===== config.mk =====
export PLATFORM = sky130hd
export DESIGN_NAME = pmfb_queue
export DESIGN_NICKNAME = d
export VERILOG_FILES = /design/src/rtl/pmfb_pkg.sv /design/src/rtl/pmfb_queue.sv
export SDC_FILE = /design/constraint.sdc
export NUM_CORES = 1
export LEC_CHECK = 0
export BUFFER_PORTS_ARGS = -buffer_cell sky130_fd_sc_hd__buf_2
export CORE_MARGIN = 1.5
export CORE_UTILIZATION = 52
export CTS_CLUSTER_SIZE = 25
export DETAILED_ROUTE_END_ITERATION = 8
export GPL_TIMING_DRIVEN = 1
export HOLD_SLACK_MARGIN = 0.08
export MAX_ROUTING_LAYER = met4
export PLACE_DENSITY = 0.83
export SETUP_SLACK_MARGIN = 0.5
export SLEW_MARGIN = 20
export SYNTH_ARGS = -nofsm -noshare
export SYNTH_HDL_FRONTEND = slang
export SYNTH_SLANG_ARGS = --single-unit

===== constraint.sdc =====
create_clock -name i_clk -period 5.4 [get_ports i_clk]
set_input_delay 0.54 -clock i_clk [delete_from_list [all_inputs] [get_ports i_clk]]
set_output_delay 0.54 -clock i_clk [all_outputs]
set_load 0.01 [all_outputs]

===== src/rtl/pmfb_pkg.sv =====
// ============================================================================
// pmfb_pkg
// Shared types, geometry constants and address helpers for the paged
// monochrome framebuffer blit core.
// ============================================================================
package pmfb_pkg;

    // display geometry
    localparam int DISPLAY_WIDTH  = 128;
    localparam int DISPLAY_HEIGHT = 64;
    localparam int PAGE_COUNT     = (DISPLAY_HEIGHT + 7) / 8;
    localparam int STORE_BYTES    = DISPLAY_WIDTH * PAGE_COUNT;
    localparam int ADDR_W         = $clog2(STORE_BYTES);

    // field widths
    localparam int COORD_W = 8;
    localparam int LEFT_W  = 13;
    localparam int QUEUE_DEPTH = 2;

    // item kinds carried on tuser
    typedef enum logic [1:0] {
        OP_SET   = 2'd0,
        OP_GET   = 2'd1,
        OP_START = 2'd2,
        OP_DATA  = 2'd3
    } t_op;

    // decoded word passed from front to back
    typedef struct packed {
        t_op                 op;
        logic                on_screen;
        logic [ADDR_W-1:0]   addr;
        logic [2:0]          bit_sel;
        logic                pixel_value;
        logic [COORD_W-1:0]  x_coord;
        logic [COORD_W-1:0]  y_coord;
        logic [COORD_W-1:0]  blit_width;
        logic [COORD_W-1:0]  blit_height;
        logic [7:0]          bitmap_byte;
        logic [LEFT_W-1:0]   blit_len;
    } t_cmd;

    // back status seen by the front
    typedef struct packed {
        logic clearing;
    } t_back_stat;

    // pixel lies inside the display
    function automatic logic on_screen(input logic [COORD_W-1:0] x,
                                       input logic [COORD_W-1:0] y);
        return ({1'b0, x} < (COORD_W+1)'(DISPLAY_WIDTH)) &&
               ({1'b0, y} < (COORD_W+1)'(DISPLAY_HEIGHT));
    endfunction

    // byte address of a pixel: page row times width plus column
    function automatic logic [ADDR_W-1:0] pix_addr(input logic [COORD_W-1:0] x,
                                                   input logic [COORD_W-1:0] y);
        logic [ADDR_W+COORD_W-1:0] t;
        t = (ADDR_W+COORD_W)'(DISPLAY_WIDTH) * (ADDR_W+COORD_W)'(y[COORD_W-1:3])
            + (ADDR_W+COORD_W)'(x);
        return t[ADDR_W-1:0];
    endfunction

endpackage


===== src/rtl/pmfb_queue.sv =====
// ============================================================================
// pmfb_queue
// Short FIFO of decoded words between front and back.
// ============================================================================
module pmfb_queue
    import pmfb_pkg::*;
(
    input  logic i_clk,
    input  logic i_rst_n,
    input  logic i_push,
    input  t_cmd i_cmd,
    output logic o_full,
    input  logic i_pop,
    output logic o_valid,
    output t_cmd o_cmd
);

    localparam int PTR_W = $clog2(QUEUE_DEPTH);

    t_cmd             r_entry [QUEUE_DEPTH];
    logic [PTR_W-1:0] r_wr_ptr;
    logic [PTR_W-1:0] r_rd_ptr;
    logic [PTR_W:0]   r_count;
    logic             do_pop;

    assign o_full  = (r_count == (PTR_W+1)'(QUEUE_DEPTH));
    assign o_valid = (r_count != '0);
    assign o_cmd   = r_entry[r_rd_ptr];
    assign do_pop  = i_pop && o_valid;

    // store payload
    always_ff @(posedge i_clk) begin
        if (i_push) begin
            r_entry[r_wr_ptr] <= i_cmd;
        end
    end

    // advance pointers and count
    always_ff @(posedge i_clk) begin
        if (!i_rst_n) begin
            r_wr_ptr <= '0;
            r_rd_ptr <= '0;
            r_count  <= '0;
        end else begin
            if (i_push) begin
                r_wr_ptr <= (r_wr_ptr == PTR_W'(QUEUE_DEPTH-1)) ? '0 : r_wr_ptr + 1'b1;
            end
            if (do_pop) begin
                r_rd_ptr <= (r_rd_ptr == PTR_W'(QUEUE_DEPTH-1)) ? '0 : r_rd_ptr + 1'b1;
            end
            case ({i_push, do_pop})
                2'b10:   r_count <= r_count + 1'b1;
                2'b01:   r_count <= r_count - 1'b1;
                default: r_count <= r_count;
            endcase
        end
    end

endmodule


==> flow_summary.ini <==
[die]
fp.dieH_um = 103.6
initial_core_util_pct = 53.79
die-area_um2 = 10720
io_pins = 146
row_count = 36
core_um2 = 9774
die_x_um = 103.6

[timing]
maxSlewViolCount = 0
fin_crit_sh_pct = 49.10
fmax_mhz = 377.2
tightest_slew_ns = 1.037
final_hold_viol_count = 0
period_minus_slack_ns = 2.651
finClkSkew_ns = 0.009593
max_slew_margin_pct = 30.74
tns_ns = 0
rsz0062_at_grt = no
setup_viol = 0

[route]
routedWlPerCell_um = 16.22
drt_first_pass_iters = 4
vias = 2689
ant_nets = 0
drt_iter0_drc = 120
drc = 0
wl_um = 8824
vias_per_cell = 4.943

[worst_setup_path]
critPathBufInv = 1
crit_type = reg2out
cp-end-kind = output pin
critPathMaxFanout = 70
critPathMaxStageDelay_ns = 0.94
crit_chain = mux2_2 > buf_2
critPathLaunchType = flip-flop
crit_arrival_ns = 2.11
worst_path_max_delay_cell = dfxtp_4
critPathTopFamily = flip-flops
worst_ep_required_time_ns = 4.86

[clock_tree]
cts_buffer_depth = 2
h-tree-depth = 4
cts_resized = 0
hold_buffers = 0
cts_tree = yes
clk_latency_ns = 0.51
cts-root-buf = clkbuf_8
cts_setup_buffers = 0
cts-buffers-inserted = 17
clock-sinks = 145
clkTransAtPathRegs_ns = 0.06

[synthesis]
synthesis.area_um2 = 5258
synth.avg_cell_area_um2 = 21.82
syn_inst = 241
synth_area_leaders = edfxtp_1 (80%), mux2_2 (15%), dfxtp_1 (1.9%)
async_reset_ff_share_pct = 0
synth_top_area_share_pct = 79.96
ys_ff_latch = 145
synthTopCellsByCount = edfxtp_1 (140), mux2_2 (70), buf_2 (7), dfxtp_1 (5)
yosys_warnings = 0
synth_most_common_cell = edfxtp_1
dominantRegCellSynth = edfxtp_1
syn_nets = 316
synth-seq-area-share_pct = 81.87
synth_edf_count = 140
yosysUniqueCellTypes = 17
yosysTopAreaCell = edfxtp_1

[pwr]
power_density_nw_per_um2 = 439.0
irDropWorstVdd_mv = 0.3038
p_comb_share_pct = 17.0
internal_power_mw = 2.214
seqPwrFrac_pct = 48.2
p_sw_mw = 0.7046
switching_share_pct = 24.14
p_clk_share_pct = 34.8
p_leak_nw = 2.495

[run_status]
outcome = finished clean

[layout]
syn_to_final_growth_pct = 26.46
drive_above_1_share_pct = 59.85
antenna-diode-count = 0
num-nets-final = 473
design_area_um2 = 6649

[placement]
port_buffers = 145
place_hpwl_um = 5455
place_area_um2 = 6132
routabilityCongestion = 0.6846

[global_routing]
antenna_found_initial = 0
grt_pass1_vias = 2827
grt_pass1_wl_um = 13830
grt_usage_pct = 17.78
grt-ovfl-total = 0
grt_max_degree = 71

[job]
cap_violations = 0

[worst_hold_path]
min_path_type = in2reg
[area by class of cell]
type / instances / area [um^2]
Sequential cell: 145 / 4308
Fill cell: 669 / 3126
Multi-Input combinational cell: 87 / 920.9
Timing Repair Buffer: 146 / 733.2
Clock buffer: 25 / 454.2
Tap cell: 133 / 166.4
Clock inverter: 7 / 62.56
Inverter: 1 / 3.754
[logic make-up (layout without fill, tap and decap cells)]
family,after synthesis,count (layout),synth area share [%]
compound gates,4,4,0.5234
xor+xnor,3,3,0.4999
fa+ha+maj,1,1,0.2379
buf+inv,9,179,0.8089
flops,145,145,81.87
mux,70,70,14.99
simple gates,9,9,1.071
[registers in the layout (all words and copies together), names as in the netlist, named ones only]
register / flops
r_count: 2
r_wr_ptr: 1
r_entry: 140
r_rd_ptr: 1
[per-stage QoR]
step	power (mW)	hold slack, ns	worst slack, ns	utilization (%)	std cells
after floorplan	1.732	0.4743	1.334	-	241
after global placement	1.916	0.4916	2.932	62.74	512
after detailed placement	1.928	0.5099	2.889	62.74	512
after CTS	2.942	0.1938	2.746	68.02	544
after global routing	3.032	0.1868	2.643	68.02	544
final	2.919	0.2131	2.749	68.02	544
[power by group through the flow]
| stage | clock [mW] | sequential [mW] | combinational (mW) |
|---|---|---|---|
| 2_1_floorplan | 0 | 1.35 | 0.381 |
| 3_3_place_gp | 0 | 1.43 | 0.489 |
| 3_5_place_dp | 0 | 1.43 | 0.497 |
| 4_1_cts | 1.03 | 1.41 | 0.501 |
| 5_1_grt | 1.07 | 1.42 | 0.534 |
| 6_report | 1.02 | 1.41 | 0.495 |
[layout by cell type, fill, tap and decap left out, types with 2 or more instances in the layout]
cell,n
buf_2,145
edfxtp_1,140
mux2_2,70
clkbuf_16,16
clkbuf_1,7
clkinv_2,5
dfxtp_1,4
xnor2_1,3
nor2b_1,3
o21a_1,2
clkbuf_8,2
[final timing paths]
path               from              to  slack, ns  cells past startpoint
max           flip-flop       o_cmd[51]       2.75                      2
min           i_cmd[62]  r_entry[1][62]       0.21                      1
max reg2reg    r_wr_ptr  r_entry[0][64]       3.28                      2
min reg2reg  r_count[1]      r_count[1]       0.53                      2
[per-layer routing]
layer  part of all wire, %  vias up  global-route usage (%)  wire, um
li1                      -     1272                       -         -
met3                   5.3       15                   4.972       468
met2                    52       97                   28.81      4564
met4                   1.8        0                   8.730       156
met5                     0        -                       -         0
met1                    41     1305                   20.54      3634
(Power assumes the default switching activity.)
