## config.mk

```make
export PLATFORM = sky130hd
export DESIGN_NAME = pmfb_front
export DESIGN_NICKNAME = d
export VERILOG_FILES = /design/src/rtl/pmfb_pkg.sv /design/src/rtl/pmfb_front.sv
export SDC_FILE = /design/constraint.sdc
export NUM_CORES = 1
export LEC_CHECK = 0
export BUFFER_PORTS_ARGS = -buffer_cell sky130_fd_sc_hd__buf_2
export CAP_MARGIN = 20
export CORE_ASPECT_RATIO = 0.7
export CORE_MARGIN = 8
export CORE_UTILIZATION = 30
export DETAILED_ROUTE_END_ITERATION = 10
export GPL_TIMING_DRIVEN = 0
export SLEW_MARGIN = 40
export SYNTH_ARGS = -nofsm -noshare
export SYNTH_HDL_FRONTEND = slang
export SYNTH_SLANG_ARGS = --single-unit
```

## constraint.sdc

```tcl
create_clock -name i_clk -period 5.7 [get_ports i_clk]
set_input_delay 1.14 -clock i_clk [delete_from_list [all_inputs] [get_ports i_clk]]
set_output_delay 1.14 -clock i_clk [all_outputs]
set_load 0.01 [all_outputs]
```

## src/rtl/pmfb_pkg.sv

```systemverilog
// ============================================================================
// pmfb_pkg
// Shared types, geometry constants and address helpers for the paged
// monochrome framebuffer blit core.
// ============================================================================
package pmfb_pkg;

    // display geometry
    localparam int DISPLAY_WIDTH  = 128;
    localparam int DISPLAY_HEIGHT = 64;
    localparam int PAGE_COUNT     = (DISPLAY_HEIGHT + 7) / 8;
    localparam int STORE_BYTES    = DISPLAY_WIDTH * PAGE_COUNT;
    localparam int ADDR_W         = $clog2(STORE_BYTES);

    // field widths
    localparam int COORD_W = 8;
    localparam int LEFT_W  = 13;
    localparam int QUEUE_DEPTH = 2;

    // item kinds carried on tuser
    typedef enum logic [1:0] {
        OP_SET   = 2'd0,
        OP_GET   = 2'd1,
        OP_START = 2'd2,
        OP_DATA  = 2'd3
    } t_op;

    // decoded word passed from front to back
    typedef struct packed {
        t_op                 op;
        logic                on_screen;
        logic [ADDR_W-1:0]   addr;
        logic [2:0]          bit_sel;
        logic                pixel_value;
        logic [COORD_W-1:0]  x_coord;
        logic [COORD_W-1:0]  y_coord;
        logic [COORD_W-1:0]  blit_width;
        logic [COORD_W-1:0]  blit_height;
        logic [7:0]          bitmap_byte;
        logic [LEFT_W-1:0]   blit_len;
    } t_cmd;

    // back status seen by the front
    typedef struct packed {
        logic clearing;
    } t_back_stat;

    // pixel lies inside the display
    function automatic logic on_screen(input logic [COORD_W-1:0] x,
                                       input logic [COORD_W-1:0] y);
        return ({1'b0, x} < (COORD_W+1)'(DISPLAY_WIDTH)) &&
               ({1'b0, y} < (COORD_W+1)'(DISPLAY_HEIGHT));
    endfunction

    // byte address of a pixel: page row times width plus column
    function automatic logic [ADDR_W-1:0] pix_addr(input logic [COORD_W-1:0] x,
                                                   input logic [COORD_W-1:0] y);
        logic [ADDR_W+COORD_W-1:0] t;
        t = (ADDR_W+COORD_W)'(DISPLAY_WIDTH) * (ADDR_W+COORD_W)'(y[COORD_W-1:3])
            + (ADDR_W+COORD_W)'(x);
        return t[ADDR_W-1:0];
    endfunction

endpackage

```

## src/rtl/pmfb_front.sv

```systemverilog
// ============================================================================
// pmfb_front
// Accepts input words, classifies them and precomputes store address, bit
// position, clipping and blit length before they enter the queue.
// ============================================================================
module pmfb_front
    import pmfb_pkg::*;
(
    input  logic               i_clk,
    input  logic               i_rst_n,
    input  logic               i_valid,
    output logic               o_ready,
    input  t_op                i_op,
    input  logic [COORD_W-1:0] i_x_coord,
    input  logic [COORD_W-1:0] i_y_coord,
    input  logic               i_pixel_value,
    input  logic [COORD_W-1:0] i_blit_width,
    input  logic [COORD_W-1:0] i_blit_height,
    input  logic [7:0]         i_bitmap_byte,
    input  logic               i_queue_full,
    input  t_back_stat         i_back_stat,
    output logic               o_push,
    output t_cmd               o_cmd
);

    logic [2*COORD_W-1:0] area;
    logic                 r_ready;

    // hold off input until the back is out of its clearing pass
    always_ff @(posedge i_clk) begin
        if (!i_rst_n) begin
            r_ready <= 1'b0;
        end else begin
            r_ready <= !i_back_stat.clearing;
        end
    end

    assign o_ready = r_ready && !i_back_stat.clearing && !i_queue_full;
    assign o_push  = i_valid && o_ready;

    // classify and precompute
    assign area = (2*COORD_W)'(i_blit_width) * (2*COORD_W)'(i_blit_height);

    always_comb begin
        o_cmd.op          = i_op;
        o_cmd.on_screen   = on_screen(i_x_coord, i_y_coord);
        o_cmd.addr        = pix_addr(i_x_coord, i_y_coord);
        o_cmd.bit_sel     = i_y_coord[2:0];
        o_cmd.pixel_value = i_pixel_value;
        o_cmd.x_coord     = i_x_coord;
        o_cmd.y_coord     = i_y_coord;
        o_cmd.blit_width  = i_blit_width;
        o_cmd.blit_height = i_blit_height;
        o_cmd.bitmap_byte = i_bitmap_byte;
        o_cmd.blit_len    = area[2*COORD_W-1:3];
    end

endmodule

```

==> results.md <==
- Status: complete, but fails checks
- Violated checks: setup timing
- WHS Endpoint: r_ready
- Chip height: 94.2 um
- WP data required: 4.56 ns
- Maximum vdd drop: 0.151 mV
- Fin. max-slew vios: 0
- Nets: 535
- Detailed-route via count: 2,339
- Fmax: 0.167 GHz
- Final setup violating endpoints: 6
- Die ar.: 12,000 um^2
- Post-synth EDFFs: 0
- GR Util All Layers: 0.108
- Final core occ: 0.439
- Syn. warnings: 0
- Drc violations: 0
- Core area: 8480 um^2
- Final RePlAce weighted congestion: 0.796
- Design Power: 1.07 mW
- Yosys cell types: 39
- Global-route wire length before repair: 11,200 um
- Starting DRC count in detailed routing: 44
- Netlist Area Pre-Place: 2620 um^2
- Layout cells sized above 1: 0.506
- DRT Wirelength: 7070 um
- Most common cell after layout, fill and taps aside: buf_2
- #FFs+latches synth: 1
- Synthesis-to-layout area growth: 42.0%
- Max reg flops: 1
- Fill cells: 883
- I/O pin count: 120
- Critical path startpoint category: input port
- FP Rows: 28
- RSZ-0062 raised after global routing: true
- Rel. slew slack: 0.741
- Die width: 128 um
- Final Non-Filler Cells: 533
- Post-layout minimum cycle time: 5.99 ns
- Min-delay worst type: in2reg
- Drt pass-1 iters: 4
- Vias in the first global route: 2,372
- Antenna viol nets, final: 0
- Seq/Total Area, Yosys: 0.00763
- Max-cap violation count: 0
- Arr. time, crit path: 4.85 ns
- Via density: 4.39
- Hold Path Depth: 2
- Synth Instances: 307
- DR WL/cell: 13.3 um
- Number of antenna violations at the first check in global routing: 0
- Final worst setup slack: -0.285 ns
- Crit. End Element: primary output
- Worst-margin pin slew: 0.389 ns
- Worst hold start: i_back_stat
- Biggest regs: r_ready (1)
- Leak pwr: 1.97 nW
- Synth Flop Type: dfxtp_1
- Largest net degree at the start of global routing: 11
- Commonest non-fill, non-tap cells in the layout: buf_2 (85), buf_4 (61), and2_1 (44), inv_1 (41), fa_1 (33)
- Multi-input logic area: 2250 um^2
- Grt ovf: 0
- Port Buffer Count: 98
- Mean Syn Cell Area: 8.55 um^2
- Pwr dens: 288 nW/um^2
- HPWL Detailed: 5900 um
- Critical Path Fanout Max: 9
- Fin crit share: 1.05
- Final hold violation count: 0
- Initial Util: 0.309
- Number of diodes: 0
- FF/Latch Area: 20.0 um^2
- Clk slew on worst S/H paths: 0 ns
- Critical path class: in2out
- Ys async rst share: 0
- Syn Nets: 427
- Dpl cells: 525
- Top reg by flops: r_ready
-- worst max-delay path: stages --
cell      delay [ns]
buf_8           0.12
and2_4          0.16
fa_2            0.38
fa_1            0.49
inv_1           0.05
fa_1            0.45
fa_1            0.53
inv_2           0.04
ha_4            0.23
o21a_1          0.18
o31a_1          0.15
o311a_4         0.40
mux2_4          0.31
o211ai_2        0.06
buf_2           0.15
-- power by group --
| group | switching, mW | total, mW | internal (mW) |
|---|---|---|---|
| logic | 0.558 | 1.06 | 0.506 |
| registers | 0.0000618 | 0.00758 | 0.00752 |
| clock network | 0 | 0 | 0 |
-- area by class of cell --
class                      count  share of cell area
multi-input combinational    203               0.605
timing repair buffer         107               0.193
buffer                        55               0.109
inverter                      47              0.0473
tap                          120              0.0403
sequential                     1             0.00537
-- metrics by stage --
stage | setup TNS, ns | setup WS [ns] | area, um^2 | hold slack (ns)
after floorplan | 0 | 0.00782 | 2680 | 1.21
after detailed placement | -3.01 | -0.552 | 3320 | 1.32
final | -1.04 | -0.285 | 3730 | 1.32
after global routing | -1.82 | -0.385 | 3730 | 1.33
after CTS | -1.47 | -0.287 | 3580 | 1.32
after global placement | -2.63 | -0.502 | 3320 | 1.31
-- layer usage --
| metal | part of all wire | routed length, um | GRT usage | vias up |
|---|---|---|---|---|
| met2 | 0.51 | 3610 | 0.200 | 62 |
| met1 | 0.43 | 3070 | 0.139 | 1144 |
| met4 | 0 | 0 | 0.00197 | 0 |
| met3 | 0.056 | 394 | 0.0136 | 0 |
| met5 | 0 | 0 | 0 | - |
| li1 | - | - | - | 1133 |
-- worst max-delay path by stage --
stage	end	start	depth (start not counted)
after detailed placement	o_cmd[12]	i_blit_width[2]	15
after global routing	o_cmd[10]	i_blit_width[3]	15
after floorplan	o_cmd[12]	i_blit_width[2]	13
final	o_cmd[10]	i_blit_width[3]	15
after global placement	o_cmd[12]	i_blit_width[2]	15
after CTS	o_cmd[10]	i_blit_height[2]	16
-- logic make-up (layout without fill, tap and decap cells) --
logic type / after synthesis / count (layout) / synth area share
xor gates and xnor gates: 8 / 8 / 0.0267
AOI/OAI and AO/OA: 31 / 31 / 0.0882
and+or+nand+nor: 89 / 89 / 0.194
buffers and inverters: 103 / 209 / 0.223
adders and majority gates: 72 / 72 / 0.446
DFF: 1 / 1 / 0.00763
muxes: 3 / 3 / 0.0138
-- timing repair --
action	in CTS	in global routing
gates resized for setup	58	27
endpoints found under the setup margin	7	7
pin swaps	25	21
setup buffers	5	3
gates cloned	0	1
endpoints found under the hold margin	0	0
hold buffers	0	0
-- cells in the mapped netlist (all sizes together) (2+ instances only) --
master | count | area [um^2]
o21ai | 3 | 15.0
xnor2 | 4 | 35.0
a21o | 3 | 22.5
o31ai | 2 | 15.0
nor2b | 4 | 32.5
inv | 47 | 176
fa | 36 | 721
nand3 | 2 | 10.0
a21oi | 12 | 60.1
nor3 | 2 | 10.0
and2 | 51 | 319
xor2 | 4 | 35.0
clkbuf | 3 | 11.3
o21a | 2 | 15.0
ha | 36 | 450
buf | 53 | 398
o311a | 2 | 31.3
nor2 | 9 | 33.8
mux2 | 2 | 26.3
nand2 | 14 | 52.6
(Power assumes the default switching activity.)
